===== config.mk =====
export PLATFORM = sky130hd
export DESIGN_NAME = circular_deque
export DESIGN_NICKNAME = d
export VERILOG_FILES = /design/src/design/cdq_pkg.sv /design/src/design/cdq_ram.sv /design/src/design/cdq_ctrl.sv /design/src/design/circular_deque.sv
export SDC_FILE = /design/constraint.sdc
export NUM_CORES = 1
export LEC_CHECK = 0
export BUFFER_PORTS_ARGS = -buffer_cell sky130_fd_sc_hd__buf_2
export CORE_MARGIN = 2
export CORE_UTILIZATION = 52
export DETAILED_ROUTE_END_ITERATION = 10
export PLACE_DENSITY = 0.84
export SLEW_MARGIN = 40
export SYNTH_ARGS = -nofsm -noshare
export SYNTH_HDL_FRONTEND = slang
export SYNTH_SLANG_ARGS = --single-unit

===== constraint.sdc =====
create_clock -name clock -period 4.1 [get_ports clock]
set_clock_uncertainty 0.1 [all_clocks]
set_input_delay 1.025 -clock clock [delete_from_list [all_inputs] [get_ports clock]]
set_output_delay 1.025 -clock clock [all_outputs]
set_load 0.02 [all_outputs]

===== src/design/cdq_pkg.sv =====
// shared types and constants of the circular deque
package cdq_pkg;

   localparam int SLOTS  = 8;
   localparam int IDX_W  = (SLOTS > 1) ? $clog2(SLOTS) : 1;
   localparam int DATA_W = 32;

   localparam logic [IDX_W-1:0] LAST_IDX = IDX_W'(SLOTS - 1);

   typedef enum logic [2:0] {
      OP_PUSH_REAR  = 3'd0,
      OP_PUSH_FRONT = 3'd1,
      OP_POP_FRONT  = 3'd2,
      OP_POP_REAR   = 3'd3,
      OP_PEEK_FRONT = 3'd4,
      OP_PEEK_REAR  = 3'd5
   } op_type;

   typedef enum logic [1:0] {
      ST_OK        = 2'd0,
      ST_OVERFLOW  = 2'd1,
      ST_UNDERFLOW = 2'd2
   } status_type;

   typedef struct packed {
      logic              we;
      logic [IDX_W-1:0]  waddr;
      logic [DATA_W-1:0] wdata;
      logic              re;
      logic [IDX_W-1:0]  raddr;
   } ram_req_type;

   typedef struct packed {
      logic       valid;
      logic       use_read;
      status_type status;
      logic       now_empty;
      logic       now_full;
   } rsp_info_type;

   function automatic logic [IDX_W-1:0] ring_next(input logic [IDX_W-1:0] i);
      return (i == LAST_IDX) ? '0 : IDX_W'(i + 1'b1);
   endfunction

   function automatic logic [IDX_W-1:0] ring_prev(input logic [IDX_W-1:0] i);
      return (i == '0) ? LAST_IDX : IDX_W'(i - 1'b1);
   endfunction

endpackage


===== src/design/cdq_ram.sv =====
// generic single-write, single-read ram with registered read data
module cdq_ram #(
   parameter int WIDTH = 32,
   parameter int DEPTH = 8,
   parameter int AW    = (DEPTH > 1) ? $clog2(DEPTH) : 1
) (
   input  logic             clock,
   input  logic             we,
   input  logic [AW-1:0]    waddr,
   input  logic [WIDTH-1:0] wdata,
   input  logic             re,
   input  logic [AW-1:0]    raddr,
   output logic [WIDTH-1:0] rdata
);

   logic [WIDTH-1:0] mem [DEPTH];
   logic [WIDTH-1:0] rdata_ff;

   always_ff @(posedge clock) begin
      if (we) begin
         mem[waddr] <= wdata;
      end
      if (re) begin
         rdata_ff <= mem[raddr];
      end
   end

   assign rdata = rdata_ff;

endmodule


===== src/design/cdq_ctrl.sv =====
// pointer control: checks, pointer update and ram access per operation
module cdq_ctrl (
   input  logic                          clock,
   input  logic                          reset,
   input  logic                          start,
   output logic                          busy,
   input  logic [2:0]                    req_operation,
   input  logic [cdq_pkg::DATA_W-1:0]    req_push_value,
   output cdq_pkg::ram_req_type          ram_req,
   output cdq_pkg::rsp_info_type         rsp_info
);

   import cdq_pkg::*;

   logic [IDX_W-1:0] head_ff, head_in;
   logic [IDX_W-1:0] tail_ff, tail_in;
   logic             busy_ff;
   rsp_info_type     info_ff, info_in;
   logic             accept;
   logic             deque_empty;
   logic             is_full;
   status_type       status;
   logic             use_read;

   assign accept      = start & ~busy_ff;
   assign deque_empty = (head_ff == tail_ff);
   assign is_full     = (ring_next(tail_ff) == head_ff);

   always_comb begin
      head_in       = head_ff;
      tail_in       = tail_ff;
      status        = ST_OK;
      use_read      = 1'b0;
      ram_req.we    = 1'b0;
      ram_req.waddr = tail_ff;
      ram_req.wdata = req_push_value;
      ram_req.re    = 1'b0;
      ram_req.raddr = tail_ff;
      unique case (req_operation)
         OP_PUSH_REAR: begin
            if (is_full) begin
               status = ST_OVERFLOW;
            end else begin
               tail_in       = ring_next(tail_ff);
               ram_req.we    = accept;
               ram_req.waddr = ring_next(tail_ff);
            end
         end
         OP_PUSH_FRONT: begin
            if (is_full) begin
               status = ST_OVERFLOW;
            end else begin
               head_in       = ring_prev(head_ff);
               ram_req.we    = accept;
               ram_req.waddr = head_ff;
            end
         end
         OP_POP_FRONT: begin
            if (deque_empty) begin
               status = ST_UNDERFLOW;
            end else begin
               head_in       = ring_next(head_ff);
               use_read      = 1'b1;
               ram_req.re    = accept;
               ram_req.raddr = ring_next(head_ff);
            end
         end
         OP_POP_REAR: begin
            if (deque_empty) begin
               status = ST_UNDERFLOW;
            end else begin
               tail_in       = ring_prev(tail_ff);
               use_read      = 1'b1;
               ram_req.re    = accept;
               ram_req.raddr = tail_ff;
            end
         end
         OP_PEEK_FRONT: begin
            if (deque_empty) begin
               status = ST_UNDERFLOW;
            end else begin
               use_read      = 1'b1;
               ram_req.re    = accept;
               ram_req.raddr = ring_next(head_ff);
            end
         end
         OP_PEEK_REAR: begin
            if (deque_empty) begin
               status = ST_UNDERFLOW;
            end else begin
               use_read      = 1'b1;
               ram_req.re    = accept;
               ram_req.raddr = tail_ff;
            end
         end
         default: begin
         end
      endcase

      info_in.valid     = accept;
      info_in.use_read  = use_read;
      info_in.status    = status;
      info_in.now_empty = (head_in == tail_in);
      info_in.now_full  = (ring_next(tail_in) == head_in);
   end

   always_ff @(posedge clock) begin
      if (reset) begin
         head_ff       <= '0;
         tail_ff       <= '0;
         busy_ff       <= 1'b1;
         info_ff.valid <= 1'b0;
      end else begin
         busy_ff       <= 1'b0;
         info_ff.valid <= info_in.valid;
         if (accept) begin
            head_ff <= head_in;
            tail_ff <= tail_in;
         end
      end
      info_ff.use_read  <= info_in.use_read;
      info_ff.status    <= info_in.status;
      info_ff.now_empty <= info_in.now_empty;
      info_ff.now_full  <= info_in.now_full;
   end

   assign busy     = busy_ff;
   assign rsp_info = info_ff;

endmodule


===== src/design/circular_deque.sv =====
// circular deque top level: pointer control and ring memory
// A deque of SLOTS 32-bit words kept in a ring memory, one slot always unused,
// so it holds at most SLOTS-1 words. An operation is taken at a clock edge with
// start high and busy low; its result is on the rsp_ ports for exactly one
// cycle, marked by rsp_valid, in the cycle right after the transfer, and must
// be captured then. One operation can be taken every cycle: each operation
// touches the ring memory at most once (one write for a push, one registered
// read for a pop or peek), and the read data leaves straight from the memory's
// output register. busy is high only during reset and the first cycle after it.
// Pushes, errors and unused operation codes return zero in rsp_read_value.
module circular_deque (
   input  logic                               clock,
   input  logic                               reset,
   input  logic                               start,
   output logic                               busy,
   input  logic [2:0]                         req_operation,
   input  logic signed [cdq_pkg::DATA_W-1:0]  req_push_value,
   output logic                               rsp_valid,
   output logic signed [cdq_pkg::DATA_W-1:0]  rsp_read_value,
   output logic [1:0]                         rsp_status,
   output logic                               rsp_now_empty,
   output logic                               rsp_now_full
);

   import cdq_pkg::*;

   ram_req_type       ram_req;
   rsp_info_type      rsp_info;
   logic [DATA_W-1:0] ram_rdata;

   cdq_ctrl u_ctrl (
      .clock          (clock),
      .reset          (reset),
      .start          (start),
      .busy           (busy),
      .req_operation  (req_operation),
      .req_push_value (req_push_value),
      .ram_req        (ram_req),
      .rsp_info       (rsp_info)
   );

   cdq_ram #(
      .WIDTH (DATA_W),
      .DEPTH (SLOTS),
      .AW    (IDX_W)
   ) u_ring (
      .clock (clock),
      .we    (ram_req.we),
      .waddr (ram_req.waddr),
      .wdata (ram_req.wdata),
      .re    (ram_req.re),
      .raddr (ram_req.raddr),
      .rdata (ram_rdata)
   );

   assign rsp_valid      = rsp_info.valid;
   assign rsp_read_value = rsp_info.use_read ? ram_rdata : '0;
   assign rsp_status     = rsp_info.status;
   assign rsp_now_empty  = rsp_info.now_empty;
   assign rsp_now_full   = rsp_info.now_full;

endmodule

==> results.ini, run 1 <==
[status]
status = complete, no violations

[routing]
firstDrtPassIters = 5
drc = 0
num_vias = 6877
wl_per_cell_um = 21.4
ant_nets = 0
drt-total-wl_mm = 25.4
vias_per_cell = 5.78
drtIter0Drc = 615

[synth]
yosysUniqueCellTypes = 59
syn_inst = 755
ys_ff_latch = 301
avgSynthCellArea_um2 = 16.5
yosysWarnings = 0
synth_edf_count = 288
async_flop_share_pct = 0
yosys.area.top_type_share_pct = 69.4
syn_nets = 803
synthesis.area_um2 = 12500
seq_area_frac_synth_pct = 71.5
synth_ff_type = edfxtp_1
synth_top_area_cell = edfxtp_1
ys_top_cells_by_area = edfxtp_1, mux2i_1, a221oi_2

[floorplan]
coreArea_um2 = 23500
io_pins = 76
dieHeight_um = 159
row_count = 56
die_area_um2 = 25200
die_w_um = 159
initial_utilization_pct = 53.1

[timing]
tightest_slew_ns = 0.647
tns_ns = 0
finalWorstSetupSlack_ns = 0.529
relSlewSlack_pct = 56.8
setup_violations = 0
finalCritPeriodShare_pct = 87.1
slew_violations = 0
hold_viol_final = 0
grt_setup_unrepaired = no
fmax_ghz = 0.280
min_period_ns = 3.57

[final_layout]
final_cells = 1189
area_growth_syn_to_layout_pct = 15.0
final_common_cell = edfxtp_1
fillers = 1675
multi_input_comb_area_um2 = 3370
layout_common_cells = edfxtp_1, mux2i_1, nand2_1
seqCellArea_um2 = 8910
drive_gt1_share_pct = 24.3
nets = 895

[power_and_ir_drop]
total_power_mw = 6.79
vdd_drop_max_uv = 365
p_leak_nw = 4.77
p_per_area_nw_per_um2 = 474

[clock_network]
clock-root-buffer = clkbuf_16
clkLatencyLatePin_ns = 0.57
ctsResizeCount = 0
cts_sinks = 301
tritoncts = done
numCtsBuffers = 30
post_cts_buffers = 0
clk_path_buf_depth = 3
cts_hold_buffers = 0
clk_pin_slew_worst_paths_ns = 0.06
h-tree-depth = 1

[run]
cap_violations = 0

[global_route]
grt_pass1_vias = 7093
use_met3_pct = 3.63
use_met1_pct = 25.8
gr-max-usage-layer = met2
grt_max_degree = 68
grt_remaining_overflow = 0
grt_use_total_pct = 19.9
grt_antenna_before_repair = 4
gr-usage-met2_pct = 33.9
grt_pass1_wl_mm = 39.2

[placement]
placedCellCount = 1134
post-dp-hpwl_mm = 14.7
place.gp.congestion = 0.869
pre_cts_ws_ns = 0.479
io_buffers = 75

[hold_path]
hold_class = register to register

[critical_path]
cp-start-kind = register
crit_required_ns = 4.25
worstSetupPathType = register to register
crit_fanout = 24
end_kind = register
worstPathArrival_ns = 3.72

==> cells in the mapped netlist, types with 3 or more instances <==
cell	n
mux2i_1	100
a32o_1	32
inv_1	6
nand2b_1	5
nand2_1	77
o21ai_0	5
nand4_1	3
a221oi_2	31
and3_1	4
a211oi_1	7
and2_1	34
ha_1	10
nor2_1	25
clkbuf_1	13
a21oi_1	6
xnor2_1	4
dfxtp_1	13
o21ai_1	3
buf_2	13
nor3_1	6
edfxtp_1	288
buf_4	10
xnor2_2	6
nand3_1	6
buf_6	4
==> cell type report <==
cell class | instances | area share [%]
clock buffer | 37 | 5.42
clock inverter | 17 | 1.14
multi-input combinational | 403 | 23.5
sequential | 301 | 62.2
timing repair buffer | 104 | 4.75
antenna | 1 | 0.0175
tap | 319 | 2.79
inverter | 7 | 0.183
==> metal layers <==
metal	vias to the layer above	routed length (µm)
met3	61	1720
met2	266	12600
met5	-	21
li1	3151	-
met1	3395	10400
met4	4	707
==> metrics by stage <==
step | util [%] | hold WS (ns) | cell area, µm²
floorplan | - | 0.522 | 12500
global route | 61.1 | 0.526 | 14300
finish | 61.1 | 0.479 | 14300
CTS | 61.0 | 0.485 | 14300
detailed placement | 57.0 | 0.474 | 13400
global placement | 57.0 | 0.451 | 13400
==> power by group <==
group | switching (mW) | total, mW | internal [mW]
clock network | 1.11 | 2.58 | 1.48
logic | 0.464 | 0.760 | 0.296
registers | 0.0214 | 3.45 | 3.43
==> critical path, cell delays in order (launching register included) <==
cell	delay (ns)
dfxtp_1	0.55
inv_2	0.14
ha_1	0.34
nor2b_1	0.27
xnor2_2	0.19
nand3_1	0.33
and2_1	0.32
mux2i_1	0.16
nand2b_1	0.24
nor2_4	0.33
buf_12	0.27
==> cell families (layout without fill, tap and decap cells) <==
kind of cell | count (synthesis) | in the layout | share of synthesized area [%]
adder cells (fa/ha/maj) | 10 | 10 | 1.00
other | 0 | 1 | 0
multiplexers | 101 | 101 | 8.12
flip-flops | 301 | 301 | 71.5
AO/OA/AOI/OAI | 107 | 107 | 9.05
AND/OR/NAND/NOR | 173 | 173 | 6.70
XOR/XNOR | 12 | 12 | 1.20
buffers and inverters | 51 | 165 | 2.45
==> worst paths after layout <==
check | startpoint | slack, ns | cells after the start | to
worst max-delay path | u_ctrl.tail_ff[1] | 0.53 | 10 | u_ring.mem[7][22]
worst min-delay path | u_ctrl.tail_ff[2] | 0.48 | 2 | u_ctrl.tail_ff[2]
worst max register to register | u_ctrl.tail_ff[1] | 0.53 | 10 | u_ring.mem[7][22]
worst min register to register | u_ctrl.tail_ff[2] | 0.48 | 2 | u_ctrl.tail_ff[2]
==> state kept, by name, summed over array words and instances, names as in the netlist <==
signal	flops
u_ring.mem	256
u_ctrl.tail_ff	3
u_ctrl.rsp_info	6
u_ring.rdata	32
u_ctrl.head_ff	3
u_ctrl.busy	1
No activity file was read; power rests on OpenSTA's default activity.
==> run 2, diff against run 1 <==
==> constraint.sdc (replaced) <==
create_clock -name clock -period 4.1 [get_ports clock]
set_clock_uncertainty 0.1 [all_clocks]
set_input_delay 0.615 -clock clock [delete_from_list [all_inputs] [get_ports clock]]
set_output_delay 0.615 -clock clock [all_outputs]
set_load 0.02 [all_outputs]
==> run 2 against run 1 <==
Compared with the run above: design area decreased by 0.38%; via count down 0.54%; cell count is 0.17% lower; worst hold slack got worse by 0.30 ns; fmax decreased by 4.4%; largest cell class unchanged.
==> results.ini, run 2 (same netlist as run 1, synthesis figures left out) <==
[status]
status = complete, no violations  ; unchanged

[global_route]
use_met3_pct = 3.06  ; was 3.63%
grt_pass1_wl_mm = 38.4  ; was 39.2 mm
grt_remaining_overflow = 0  ; unchanged
gr-usage-met2_pct = 33.1  ; was 33.9%
grt_max_degree = 43  ; was 68
use_met1_pct = 25.4  ; was 25.8%
grt_pass1_vias = 6970  ; was 7093
gr-max-usage-layer = met2  ; unchanged
grt_use_total_pct = 19.3  ; was 19.9%
grt_antenna_before_repair = 1  ; was 4

[routing]
wl_per_cell_um = 20.8  ; was 21.4 µm
drt-total-wl_mm = 24.7  ; was 25.4 mm
drc = 0  ; unchanged
num_vias = 6840  ; was 6877
firstDrtPassIters = 4  ; was 5
drtIter0Drc = 555  ; was 615
vias_per_cell = 5.76  ; was 5.78
ant_nets = 0  ; unchanged

[timing]
grt_setup_unrepaired = no  ; unchanged
min_period_ns = 3.73  ; was 3.57 ns
tns_ns = 0  ; unchanged
relSlewSlack_pct = 54.1  ; was 56.8%
hold_viol_final = 0  ; unchanged
tightest_slew_ns = 0.688  ; was 0.647 ns
slew_violations = 0  ; unchanged
fmax_ghz = 0.268  ; was 0.280 GHz
setup_violations = 0  ; unchanged
finalCritPeriodShare_pct = 91.1  ; was 87.1%

[placement]
place_area_um2 = 13300  ; was 13400 µm²
io_buffers = 75  ; unchanged
placedCellCount = 1130  ; was 1134
post-dp-hpwl_mm = 14.9  ; was 14.7 mm
place.gp.congestion = 0.858  ; was 0.869

[final_layout]
postLayoutCellArea_um2 = 14300  ; about the same
layout_common_cells = edfxtp_1, mux2i_1, nand2_1  ; unchanged
drive_gt1_share_pct = 24.8  ; was 24.3%
final_common_cell = edfxtp_1  ; unchanged
top_register = u_ring.mem  ; unchanged
area_growth_syn_to_layout_pct = 14.5  ; was 15.0%
largest_reg_flops = 256  ; unchanged
final_cells = 1187  ; was 1189
nets = 892  ; was 895

[critical_path]
end_kind = register  ; unchanged
worstPathArrival_ns = 4.10  ; was 3.72 ns
cp-start-kind = register  ; unchanged
r2r-start = u_ctrl.tail_ff[0]  ; was u_ctrl.tail_ff[1]
crit_fanout = 11  ; was 24
crit_required_ns = 4.46  ; was 4.25 ns
crit_start = u_ctrl.tail_ff[0]  ; was u_ctrl.tail_ff[1]
r2r_slack_ns = 0.37  ; was 0.53 ns
r2r-end = u_ctrl.rsp_info[0]  ; was u_ring.mem[7][22]
reg2reg_depth = 10  ; unchanged
worstSetupPathType = register to register  ; unchanged
endpoint = u_ctrl.rsp_info[0]  ; was u_ring.mem[7][22]

[run]
cap_violations = 0  ; unchanged

[power_and_ir_drop]
vdd_drop_max_uv = 395  ; was 365 µV
internal_power_mw = 5.14  ; was 5.20 mW
combPwrFrac_pct = 10.9  ; was 11.2%
power.switching_mw = 1.61  ; was 1.59 mW
power.clock.fraction_pct = 37.8  ; was 38.0%
p_per_area_nw_per_um2 = 473  ; was 474 nW/µm²
swShare_pct = 23.8  ; was 23.5%
p_leak_nw = 4.76  ; was 4.77 nW
power_frac_seq_pct = 51.3  ; was 50.8%

[floorplan]
die_area_um2 = 25200  ; unchanged
row_count = 56  ; unchanged
initial_utilization_pct = 53.1  ; unchanged
coreArea_um2 = 23500  ; unchanged
die_w_um = 159  ; unchanged
io_pins = 76  ; unchanged
dieHeight_um = 159  ; unchanged

[clock_network]
clk_pin_slew_worst_paths_ns = 0.07  ; was 0.06 ns
numCtsBuffers = 29  ; was 30
cts_sinks = 301  ; unchanged
clk_path_buf_depth = 3  ; unchanged
clkLatencyLatePin_ns = 0.56  ; was 0.57 ns
clock-root-buffer = clkbuf_16  ; unchanged
tritoncts = done  ; unchanged
h-tree-depth = 1  ; unchanged

[hold_path]
min-delay-start = reset  ; was u_ctrl.tail_ff[2]
hold_class = primary input to register  ; was register to register
worstHoldPathCells = 1  ; was 2

[run 2: repair_timing]
item                       4_1_cts  5_1_grt
hold buffers                     0        0
buffers inserted                 0        2
resized for setup                0        0
setup endpoints to repair        0       19
[run 2: power groups by stage]
| stage | clock [mW] | sequential [mW] | combinational (mW) |
|---|---|---|---|
| global placement | 0 | 3.53 | 0.715 |
| CTS | 2.58 | 3.47 | 0.737 |
| floorplan | 0 | 3.52 | 0.524 |
| global route | 2.69 | 3.47 | 0.795 |
| finish | 2.55 | 3.46 | 0.734 |
| detailed placement | 0 | 3.53 | 0.729 |
[run 2: area by class of cell]
| cell class | instances | area [µm²] |
|---|---|---|
| Timing Repair Buffer | 102 | 641 |
| Sequential cell | 301 | 8910 |
| Tap cell | 319 | 399 |
| Inverter | 7 | 26.3 |
| Fill cell | 1680 | 9200 |
| Clock inverter | 23 | 185 |
| Antenna cell | 1 | 2.50 |
| Clock buffer | 31 | 733 |
| Multi-Input combinational cell | 403 | 3380 |
[run 2: stage by stage]
stage,total power [mW],hold slack [ns],setup WS (ns),utilization [%]
after detailed placement,4.26,0.555,0.372,56.8
after global placement,4.24,0.547,0.498,56.7
final,6.75,0.178,0.365,60.8
after floorplan,4.04,0.522,0.0585,-
after CTS,6.78,0.171,0.324,60.7
after global routing,6.95,0.179,0.0713,60.8
[run 2: critical path, cell delays in order, from the launching register on]
cell      delay [ns]
dfxtp_1         0.59
inv_1           0.23
ha_1            0.38
nor2b_1         0.26
xnor2_2         0.19
nand3_1         0.32
a311oi_1        0.63
inv_1           0.12
ha_1            0.21
or3_1           0.38
a211oi_1        0.25
[run 2: how the worst min path moves through the flow]
stage	slack (ns)	endpoint
floorplan	0.52	u_ctrl.head_ff[1]
global placement	0.55	u_ctrl.tail_ff[1]
detailed placement	0.56	u_ctrl.tail_ff[1]
CTS	0.17	u_ctrl.busy
global route	0.18	u_ctrl.busy
finish	0.18	u_ctrl.busy
[run 2: routing by layer]
layer	share of wire [%]	wire, µm	up-vias
li1	-	-	3154
met1	43	10500	3421
met2	49	12200	210
met3	5.0	1230	55
met4	3.0	744	0
met5	0	0	-
